**src/hdl/bffa_pkg.sv**
```systemverilog
// Shared constants and controller/datapath interface types for the block allocator.
package bffa_pkg;

	// Storage geometry
	localparam int MAP_BLOCKS  = 512;
	localparam int BLOCK_BYTES = 2048;

	// Field widths of the request and result
	localparam int SIZE_W  = 21;
	localparam int START_W = 9;
	localparam int COUNT_W = 10;

	// Internal widths
	localparam int ADDR_W = $clog2(MAP_BLOCKS);
	localparam int CNT_W  = $clog2(MAP_BLOCKS + 1);
	localparam int NEED_W = SIZE_W + 1;

	// Request operation codes
	typedef enum logic {
		OP_ALLOC = 1'b0,
		OP_FREE  = 1'b1
	} op_t;

	// Commands from the controller to the datapath
	typedef struct packed {
		logic load;     // take the request fields
		logic scan;     // run the first-fit scan
		logic wr;       // write one map bit at the write pointer
		logic wr_val;   // value written
		logic set_fail; // pending result: failure
		logic set_pass; // pending result: success, start 0
		logic emit;     // move pending result to the output register
	} dp_cmd_t;

	// Status from the datapath to the controller
	typedef struct packed {
		logic is_free;   // incoming request is a free
		logic free_zero; // incoming free has zero count
		logic free_bad;  // incoming free runs past the last block
		logic need_bad;  // incoming allocate needs zero or too many blocks
		logic found;     // scan found a fitting run this cycle
		logic scan_miss; // scan checked the last block without a fit
		logic wr_last;   // current write is the last of the run
	} dp_sts_t;

endpackage

```
**src/hdl/bffa_ram.sv**
```systemverilog
// Generic simple dual-port RAM with registered read.
module bffa_ram #(
	parameter int WIDTH = 1,
	parameter int DEPTH = 512,
	localparam int AW = $clog2(DEPTH)
) (
	input  logic             clk,
	input  logic             we,
	input  logic [AW-1:0]    waddr,
	input  logic [WIDTH-1:0] wdata,
	input  logic             re,
	input  logic [AW-1:0]    raddr,
	output logic [WIDTH-1:0] rdata
);

	logic [WIDTH-1:0] mem [DEPTH];

	// Write port and registered read port
	always_ff @(posedge clk) begin
		if (we) begin
			mem[waddr] <= wdata;
		end
		if (re) begin
			rdata <= mem[raddr];
		end
	end

endmodule

```
**src/hdl/bffa_dp.sv**
```systemverilog
// Datapath: occupancy map, scan counters, run tracking and result registers.
module bffa_dp
	import bffa_pkg::*;
(
	input  logic               clk,
	input  logic               arst_n,
	input  logic               op,
	input  logic [SIZE_W-1:0]  size_bytes,
	input  logic [START_W-1:0] free_start,
	input  logic [COUNT_W-1:0] free_count,
	input  dp_cmd_t            cmd,
	output dp_sts_t            sts,
	output logic               ok,
	output logic [START_W-1:0] first_block
);

	logic [NEED_W-1:0] need;
	logic [COUNT_W:0]  free_end;
	logic [CNT_W-1:0]  need_q;
	logic [CNT_W-1:0]  cnt_q;
	logic [ADDR_W-1:0] ptr_q;
	logic [CNT_W-1:0]  left_q;
	logic              chk_vld_s1;
	logic [ADDR_W-1:0] chk_addr_s1;
	logic [ADDR_W-1:0] run_start_q;
	logic [CNT_W-1:0]  run_len_q;
	logic              rslt_ok_q;
	logic [ADDR_W-1:0] rslt_start_q;
	logic              out_ok_q;
	logic [ADDR_W-1:0] out_start_q;
	logic              issue;
	logic              found;
	logic [ADDR_W-1:0] found_start;
	logic              rd_data;

	// Request decode: blocks needed, free range end
	assign need     = (NEED_W'(size_bytes) + NEED_W'(BLOCK_BYTES - 1)) / NEED_W'(BLOCK_BYTES);
	assign free_end = (COUNT_W + 1)'(free_start) + (COUNT_W + 1)'(free_count);

	// Scan: one map read per cycle, result checked in the cycle after its read
	assign issue       = cmd.scan && (cnt_q < CNT_W'(MAP_BLOCKS)) && !found;
	assign found       = cmd.scan && chk_vld_s1 && !rd_data
		&& ((run_len_q + CNT_W'(1)) == need_q);
	assign found_start = (run_len_q == '0) ? chk_addr_s1 : run_start_q;

	always_comb begin
		sts           = '0;
		sts.is_free   = (op == OP_FREE);
		sts.free_zero = (free_count == '0);
		sts.free_bad  = (free_end > (COUNT_W + 1)'(MAP_BLOCKS));
		sts.need_bad  = (need == '0) || (need > NEED_W'(MAP_BLOCKS));
		sts.found     = found;
		sts.scan_miss = cmd.scan && chk_vld_s1 && !found
			&& (chk_addr_s1 == ADDR_W'(MAP_BLOCKS - 1));
		sts.wr_last   = (left_q == CNT_W'(1));
	end

	// Occupancy map, one bit per block
	bffa_ram #(
		.WIDTH(1),
		.DEPTH(MAP_BLOCKS)
	) u_map (
		.clk  (clk),
		.we   (cmd.wr),
		.waddr(ptr_q),
		.wdata(cmd.wr_val),
		.re   (issue),
		.raddr(cnt_q[ADDR_W-1:0]),
		.rdata(rd_data)
	);

	// Scan counter, check stage and run tracking
	always_ff @(posedge clk or negedge arst_n) begin
		if (!arst_n) begin
			cnt_q      <= '0;
			chk_vld_s1 <= 1'b0;
			run_len_q  <= '0;
		end else if (cmd.load) begin
			cnt_q      <= '0;
			chk_vld_s1 <= 1'b0;
			run_len_q  <= '0;
		end else begin
			chk_vld_s1 <= issue;
			if (issue) begin
				cnt_q <= cnt_q + CNT_W'(1);
			end
			if (cmd.scan && chk_vld_s1) begin
				if (!rd_data) begin
					run_len_q <= run_len_q + CNT_W'(1);
				end else begin
					run_len_q <= '0;
				end
			end
		end
	end

	// Check-stage payload
	always_ff @(posedge clk) begin
		if (issue) begin
			chk_addr_s1 <= cnt_q[ADDR_W-1:0];
		end
		if (cmd.scan && chk_vld_s1 && !rd_data && run_len_q == '0) begin
			run_start_q <= chk_addr_s1;
		end
		if (cmd.load) begin
			need_q <= CNT_W'(need);
		end
	end

	// Write pointer and remaining count; reset values sweep the whole map
	always_ff @(posedge clk or negedge arst_n) begin
		if (!arst_n) begin
			ptr_q  <= '0;
			left_q <= CNT_W'(MAP_BLOCKS);
		end else if (cmd.wr) begin
			ptr_q  <= ptr_q + ADDR_W'(1);
			left_q <= left_q - CNT_W'(1);
		end else if (cmd.load && op == OP_FREE) begin
			ptr_q  <= ADDR_W'(free_start);
			left_q <= CNT_W'(free_count);
		end else if (found) begin
			ptr_q  <= found_start;
			left_q <= need_q;
		end
	end

	// Pending result and output register
	always_ff @(posedge clk) begin
		if (cmd.set_fail || cmd.set_pass) begin
			rslt_ok_q    <= cmd.set_pass;
			rslt_start_q <= '0;
		end else if (found) begin
			rslt_ok_q    <= 1'b1;
			rslt_start_q <= found_start;
		end
		if (cmd.emit) begin
			out_ok_q    <= rslt_ok_q;
			out_start_q <= rslt_start_q;
		end
	end

	assign ok          = out_ok_q;
	assign first_block = START_W'(out_start_q);

endmodule

```
**src/hdl/bffa_ctrl.sv**
```systemverilog
// Controller: sequences map clearing, scan, marking, freeing and result handoff.
module bffa_ctrl
	import bffa_pkg::*;
(
	input  logic    clk,
	input  logic    arst_n,
	input  logic    in_valid,
	output logic    in_stall,
	output logic    out_valid,
	input  logic    out_stall,
	input  dp_sts_t sts,
	output dp_cmd_t cmd
);

	typedef enum logic [2:0] {
		ST_CLEAR,
		ST_IDLE,
		ST_SCAN,
		ST_MARK,
		ST_FREE,
		ST_DONE
	} state_t;

	state_t state_q;
	state_t state_nxt;
	logic   out_valid_q;

	assign in_stall  = (state_q != ST_IDLE);
	assign out_valid = out_valid_q;

	// Next state and datapath commands
	always_comb begin
		state_nxt = state_q;
		cmd       = '0;
		case (state_q)
			ST_CLEAR: begin
				cmd.wr = 1'b1;
				if (sts.wr_last) begin
					state_nxt = ST_IDLE;
				end
			end
			ST_IDLE: begin
				if (in_valid) begin
					cmd.load = 1'b1;
					if (sts.is_free) begin
						if (sts.free_bad) begin
							cmd.set_fail = 1'b1;
							state_nxt    = ST_DONE;
						end else if (sts.free_zero) begin
							cmd.set_pass = 1'b1;
							state_nxt    = ST_DONE;
						end else begin
							state_nxt = ST_FREE;
						end
					end else if (sts.need_bad) begin
						cmd.set_fail = 1'b1;
						state_nxt    = ST_DONE;
					end else begin
						state_nxt = ST_SCAN;
					end
				end
			end
			ST_SCAN: begin
				cmd.scan = 1'b1;
				if (sts.found) begin
					state_nxt = ST_MARK;
				end else if (sts.scan_miss) begin
					cmd.set_fail = 1'b1;
					state_nxt    = ST_DONE;
				end
			end
			ST_MARK: begin
				cmd.wr     = 1'b1;
				cmd.wr_val = 1'b1;
				if (sts.wr_last) begin
					state_nxt = ST_DONE;
				end
			end
			ST_FREE: begin
				cmd.wr = 1'b1;
				if (sts.wr_last) begin
					cmd.set_pass = 1'b1;
					state_nxt    = ST_DONE;
				end
			end
			ST_DONE: begin
				if (!out_valid_q || !out_stall) begin
					cmd.emit  = 1'b1;
					state_nxt = ST_IDLE;
				end
			end
			default: begin
				state_nxt = ST_IDLE;
			end
		endcase
	end

	// State and output valid
	always_ff @(posedge clk or negedge arst_n) begin
		if (!arst_n) begin
			state_q     <= ST_CLEAR;
			out_valid_q <= 1'b0;
		end else begin
			state_q <= state_nxt;
			if (cmd.emit) begin
				out_valid_q <= 1'b1;
			end else if (!out_stall) begin
				out_valid_q <= 1'b0;
			end
		end
	end

`ifndef SYNTHESIS
	// A result never overwrites one that is still waiting
	a_emit_slot_free: assert property (@(posedge clk) disable iff (!arst_n)
		cmd.emit |-> (!out_valid_q || !out_stall))
		else $error("result emitted over a waiting result");

	// An accepted request keeps the input stalled while it is worked on
	a_busy_after_accept: assert property (@(posedge clk) disable iff (!arst_n)
		(in_valid && !in_stall) |=> in_stall)
		else $error("input not stalled after request accepted");

	// Scanning and map writes never overlap
	a_scan_wr_excl: assert property (@(posedge clk) disable iff (!arst_n)
		!(cmd.scan && cmd.wr))
		else $error("scan and map write in the same cycle");

	// Only one pending-result update per cycle
	a_rslt_single: assert property (@(posedge clk) disable iff (!arst_n)
		!(cmd.set_fail && cmd.set_pass) && !(sts.found && cmd.set_fail))
		else $error("conflicting result updates");
`endif

endmodule

```
**src/hdl/bitmap_first_fit_block_allocator.sv**
```systemverilog
// Bitmap first-fit contiguous block allocator, top level.
// The block keeps one occupancy bit per block in a single-bit-wide RAM with one
// write and one registered read port. After reset it sweeps all MAP_BLOCKS (512)
// entries of that RAM to mark every block free, and keeps in_stall high
// meanwhile. Requests are taken one at a time. An allocate rounds size_bytes up
// to whole blocks, then reads the map one block per cycle from block 0 until it
// has a free run of that length, then writes one bit per cycle to mark the run.
// A free makes one map write per block. Rejected requests (zero size, too
// large, range past the last block) skip the map and go straight to the result.
// Each request gives one result, held in an output register, so the next
// request can be accepted while that result waits to be taken.
module bitmap_first_fit_block_allocator
	import bffa_pkg::*;
(
	input  logic               clk,
	input  logic               arst_n,
	input  logic               in_valid,
	output logic               in_stall,
	input  logic               op,
	input  logic [SIZE_W-1:0]  size_bytes,
	input  logic [START_W-1:0] free_start,
	input  logic [COUNT_W-1:0] free_count,
	output logic               out_valid,
	input  logic               out_stall,
	output logic               ok,
	output logic [START_W-1:0] first_block
);

	dp_cmd_t cmd;
	dp_sts_t sts;

	// Sequencer
	bffa_ctrl u_ctrl (
		.clk      (clk),
		.arst_n   (arst_n),
		.in_valid (in_valid),
		.in_stall (in_stall),
		.out_valid(out_valid),
		.out_stall(out_stall),
		.sts      (sts),
		.cmd      (cmd)
	);

	// Map, counters and result registers
	bffa_dp u_dp (
		.clk        (clk),
		.arst_n     (arst_n),
		.op         (op),
		.size_bytes (size_bytes),
		.free_start (free_start),
		.free_count (free_count),
		.cmd        (cmd),
		.sts        (sts),
		.ok         (ok),
		.first_block(first_block)
	);

endmodule

```
**config.mk**
```make
export PLATFORM = sky130hd
export DESIGN_NAME = bitmap_first_fit_block_allocator
export DESIGN_NICKNAME = d
export VERILOG_FILES = /design/src/hdl/bffa_pkg.sv /design/src/hdl/bffa_ram.sv /design/src/hdl/bffa_dp.sv /design/src/hdl/bffa_ctrl.sv /design/src/hdl/bitmap_first_fit_block_allocator.sv
export SDC_FILE = /design/constraint.sdc
export NUM_CORES = 1
export LEC_CHECK = 0
export BUFFER_PORTS_ARGS = -buffer_cell sky130_fd_sc_hd__buf_2
export CAP_MARGIN = 20
export CORE_MARGIN = 3
export CORE_UTILIZATION = 57
export DETAILED_ROUTE_END_ITERATION = 12
export HOLD_SLACK_MARGIN = 0.1
export PLACE_DENSITY_LB_ADDON = 0.1
export RECOVER_POWER = 25
export SLEW_MARGIN = 20
export SYNTH_ARGS = -nofsm -noshare
export SYNTH_HDL_FRONTEND = slang
export SYNTH_HIERARCHICAL = 1
export SYNTH_SLANG_ARGS = --single-unit
```
**constraint.sdc**
```tcl
create_clock -name clk -period 24.8 [get_ports clk]
set_input_delay 2.48 -clock clk [delete_from_list [all_inputs] [get_ports clk]]
set_output_delay 2.48 -clock clk [all_outputs]
set_load 0.01 [all_outputs]
```
# Yosys cells after proc, flatten, opt, wreduce, memory -nomap -nowiden
# Memory sizes are Yosys's and may differ from the RTL's. A register that Yosys moved wholly into a read port is not among the register bits.
# Index checks and enable logic that the tools add are counted.
# W data, S select, Z words.
# op_classes
n_addsub,6
n_mul,0
n_div,0
n_lt_le_gt_ge,3
n_eq_ne,15
shift,0
mux,49
bitwise,0
reduce_logical,27
# op_table
operator,n
$mux W10,8
$mux W9,4
$mux W1,25
$mux W3,8
$add A21 B11 Y22 const B,1
$gt A11 B10 Y1 const B,2
$logic_not A22 Y1,1
$add A10 B1 Y10 const B,2
$logic_not A10 Y1,2
$pmux W3 S5,1
$add A9 B10 Y11,1
$eq A10 B1 Y1 const B,1
$eq A10 B10 Y1,1
$lt A10 B10 Y1 const B,1
$sub A10 B1 Y10 const B,1
$add A9 B1 Y9 const B,1
$eq A9 B9 Y1 const B,1
$logic_and A1 B1 Y1,9
$eq A3 B2 Y1 const B,2
$eq A3 B3 Y1 const B,2
$ne A2 B1 Y1 const B,3
$reduce_bool A2 Y1,3
$reduce_and A5 Y1,1
$logic_not A1 Y1,4
other kinds (11),15
# totals
register_bits,92
latch_bits,0
mem_bits_rw,512
romBits,0
in_bits,45
out_inout_bits,12
mem_count,1
# memory_table
name,words,width,read_ports,rd_ports_with_merged_regs,wr,line,rtl
u_dp.u_map.mem,512,1,1,1,1,bffa_ram.sv:16,logic [WIDTH-1:0] mem [DEPTH];

# Logic depth before layout (Yosys ltp)
# depth
ltp_word,13
depth_mapped,15
mapped_depth_nobuf,15

# By module
# The synthesis kept the hierarchy.
# modules_own_cells
module,instances,cells_each,area_per_inst_um2,seq_area_each_um2
bffa_ram,1,1615,22619.2,15404.8
bffa_dp,1,500,5084.9,2353.5
bffa_ctrl,1,42,386.6,100.1

# Worst setup path after synthesis
# Ideal clock, no wire load.
# synth_timing
path_kind,reg-to-reg
startpoint,register u_ctrl.state_q[2]
endpoint,memory u_dp.u_map.mem[0] (data pin)
setup_ns,4.218
arrival_time_ns,20.984
t_required_ns,20.582
setup_slack_ns,-0.402
path_stages_with_launch,3
path_buffers,1
synth_period_minus_slack_ns,25.202
cell_sequence,dfrtp_1 -> buf_2 -> nor3b_1
# synth_rtl
item,line,rtl
"start, declared",bffa_ctrl.sv:24,state_t state_q;
"start signal, assigned",bffa_ctrl.sv:104,state_q <= state_nxt;
"end, declared",bffa_ram.sv:16,

==> impl_metrics.py <==
metrics = {
    "logic_synthesis": {
        "ys_seq_area_share_pct": 63.57,
        "yosys.area.top_type": "edfxtp_1",
        "ys_seq_elements": 605,
        "synth_top_area_share_pct": 59.01,
        "yosys_warnings": 6,
        "synth_area_sq_mm": 0.02809,
        "synthTopCellsByArea": "edfxtp_1 59%, nor2_1 7.5%, mux2i_1 4.9%",
        "syn_area_per_cell_sq_um": 13.02,
        "synth_ff_type": "edfxtp_1",
        "synthArstFlopShare_pct": 7.273,
        "synth_edf_count": 552,
        "syn-num-nets": 2218,
        "synthDistinctLibCells": 84,
        "synth_cells": 2157,
    },
    "sta": {
        "whs_ps": 433.1,
        "hold_violations": 0,
        "slew_headroom_pct": -246.6,
        "finalSetupViolCount": 0,
        "clock_skew_ps": 16.53,
        "post-route-period-util_pct": 35.53,
        "rsz0062_at_grt": "false",
        "setup-tns-final_ps": 0,
        "final_max_slew_viol_count": 454,
        "tightestPinTransition_ps": 5200,
        "fin_crit_ps": 8812,
        "fmax_mhz": 113.5,
    },
    "worst_setup_path": {
        "cp_slowest_stage_delay_ps": 3820,
        "crit_type": "reg -> reg",
        "crit_top_cell": "clkbuf_1",
        "crit_slowest_cell": "clkbuf_1",
        "path_buf_inv": 3,
        "start_kind": "flop",
        "endpoint_kind": "flop",
        "cp.arrival_ps": 8450,
        "critical_path.top_delay_family": "buffers and inverters",
        "crit_chain": "inv_2 -> nor3b_1 -> clkbuf_1 -> clkbuf_1",
        "cp.required_ps": 24430,
        "worstPathMaxFanout": 140,
    },
    "clock_tree": {
        "clk_path_buf_depth": 3,
        "post_cts_resized": 0,
        "cts.clk_slew.worst_paths_ps": 60,
        "root_buffer": "clkbuf_16",
        "cts-htree-levels": 3,
        "ctsHoldBuffers": 0,
        "clock_latency_ps": 600,
        "cts_tree": "built",
        "cts_sinks": 605,
        "postCtsSetupRepairBufs": 0,
        "cts_buffers": 66,
    },
    "floorplanning": {
        "core_area_sq_mm": 0.04825,
        "io_pins": 57,
        "die_w_um": 228.0,
        "die-height_um": 228.0,
        "initial_utilization_pct": 58.22,
        "rows": 80,
        "die_area_sq_mm": 0.05198,
    },
    "detailed_routing": {
        "postRouteAntennaNets": 0,
        "drc": 0,
        "wl_mm": 69.34,
        "drtPass1Iterations": 5,
        "viasPerCell": 6.261,
        "drt_iter0_drc": 2141,
        "vias": 17888,
        "post_drt_wl_per_cell_um": 24.27,
    },
    "global_route": {
        "grt-ovfl-total": 0,
        "antenna_found_initial": 1,
        "track_usage_pct": 26.70,
        "grt_pass1_vias": 17793,
        "grt_first_pass_wirelength_mm": 106.3,
        "grt_start_max_net_pins": 322,
    },
    "place": {
        "gp_congestion": 0.8306,
        "place_area_sq_mm": 0.02856,
        "dp_hpwl_mm": 39.17,
        "portBuffers": 56,
        "dp.cells": 2738,
    },
    "cells_and_area": {
        "drive_above_1_share_pct": 11.68,
        "design_area_sq_mm": 0.03058,
        "nNetsFinal": 2212,
        "antenna_cells": 0,
        "stdcell_count": 2857,
        "syn2layout_area_growth_pct": 8.846,
    },
    "pwr": {
        "peakVddDrop_mv": 0.09664,
        "p_per_area_mw_per_mm2": 92.14,
        "leakage_nw": 9.259,
    },
    "run": {
        "cap_violations": 7,
    },
    "run_status": {
        "violations": "capacitance limit, slew limit",
        "status": "finished, violations left",
    },
    "min_path": {
        "hp-class": "reg -> reg",
    },
}
[path summary, 6_finish.rpt]
| check | depth (start not counted) | slack [ps] | from | endpoint |
|---|---|---|---|---|
| worst min register to register | 0 | 430 | u_dp/rslt_ok_q | u_dp/ok |
| worst max-delay path | 4 | 15990 | u_ctrl/state_q[0] | u_dp/u_map/mem[392] |
| worst max register to register | 4 | 15990 | u_ctrl/state_q[0] | u_dp/u_map/mem[392] |
| worst min-delay path | 0 | 430 | u_dp/rslt_ok_q | u_dp/ok |
| min in group asynchronous | 2 | 2790 | arst_n | u_dp/run_len_q[6] |
| max in group asynchronous | 2 | 20160 | arst_n | u_dp/cnt_q[1] |
[stage by stage]
step	total power, mW	util [%]	worst slack [ps]
after global placement	1.877	59.13	18810
after detailed placement	1.892	59.20	18760
after CTS	2.824	63.44	19360
final	2.817	63.37	15990
after floorplan	1.783	-	11070
after global routing	2.930	63.37	15150
[flip-flops by register name, indices dropped and copies added, names as in the netlist]
register	flops
u_dp/run_start_q	9
u_dp/u_map/mem	512
u_dp/rslt_start_q	9
u_dp/chk_vld_s1	1
u_dp/ok	1
u_dp/rslt_ok_q	1
u_ctrl/state_q	3
u_dp/chk_addr_s1	9
u_dp/need_q	10
u_dp/run_len_q	10
u_dp/ptr_q	9
u_dp/first_block	9
u_dp/cnt_q	10
u_dp/left_q	10
u_dp/u_map/rdata	1
u_ctrl/out_valid	1
[kinds of logic (layout without fill, tap and decap cells)]
group | after synthesis | count (layout) | share of synthesized area, %
compound gates | 277 | 277 | 6.913
xor+xnor | 38 | 38 | 1.185
fa+ha+maj | 16 | 16 | 0.7394
buf+inv | 191 | 235 | 3.822
flops | 605 | 605 | 63.57
mux | 219 | 219 | 11.37
simple gates | 811 | 811 | 12.40
[cells in the final DEF (no fill, tap or decap), types with 25 or more instances in the layout]
master,n
nor2_1,560
buf_4,25
a21oi_1,71
xnor2_1,26
clkbuf_16,69
o21ai_0,43
mux4_2,51
o221ai_1,54
edfxtp_1,552
buf_2,56
mux2i_1,138
o22ai_1,26
dfrtp_1,42
nor3_1,26
nand2_1,88
[power by group]
group          internal (mW)  switching, mW  total, mW  leakage [nW]
sequential              1.22         0.0583       1.27          5.63
clock                  0.549          0.386      0.935          1.01
combinational          0.224          0.383      0.607          2.62
total                   1.99          0.827       2.82          9.26
[final cells by class]
| type | count | area [sq um] |
|---|---|---|
| multi-input cells | 1361 | 9184 |
| repair buffers | 92 | 573.1 |
| well taps | 656 | 820.8 |
| inverters | 25 | 93.84 |
| flip-flops and latches | 605 | 17860 |
| clock inverters | 34 | 259.0 |
| fillers | 3740 | 17670 |
| clock buffers | 84 | 1783 |
[layer usage]
layer,up-vias,wire [um],GRT usage [%]
li1,8041,-,-
met1,8979,28320,36.41
met2,710,33320,43.36
met3,158,5372,5.601
met4,0,2338,8.919
met5,-,0,0
[Yosys cell counts (all sizes together) (10+ instances only)]
cell type and count:
nor2 560, clkbuf 93, or4 14, buf 72, nand2 90, mux4 72, o211ai 12, o22ai 26
xor2 12, nand4 10, nor3b 10, nand2b 10, a21oi 71, dfrtp 43, inv 23, mux2i 138
edfxtp 552, o21ai 43, o31ai 20, nor3 27, ha 15, xnor2 26, nor4 15, o221ai 58
nand3 25, nor2b 10
No activity file was read; power rests on OpenSTA's default activity.
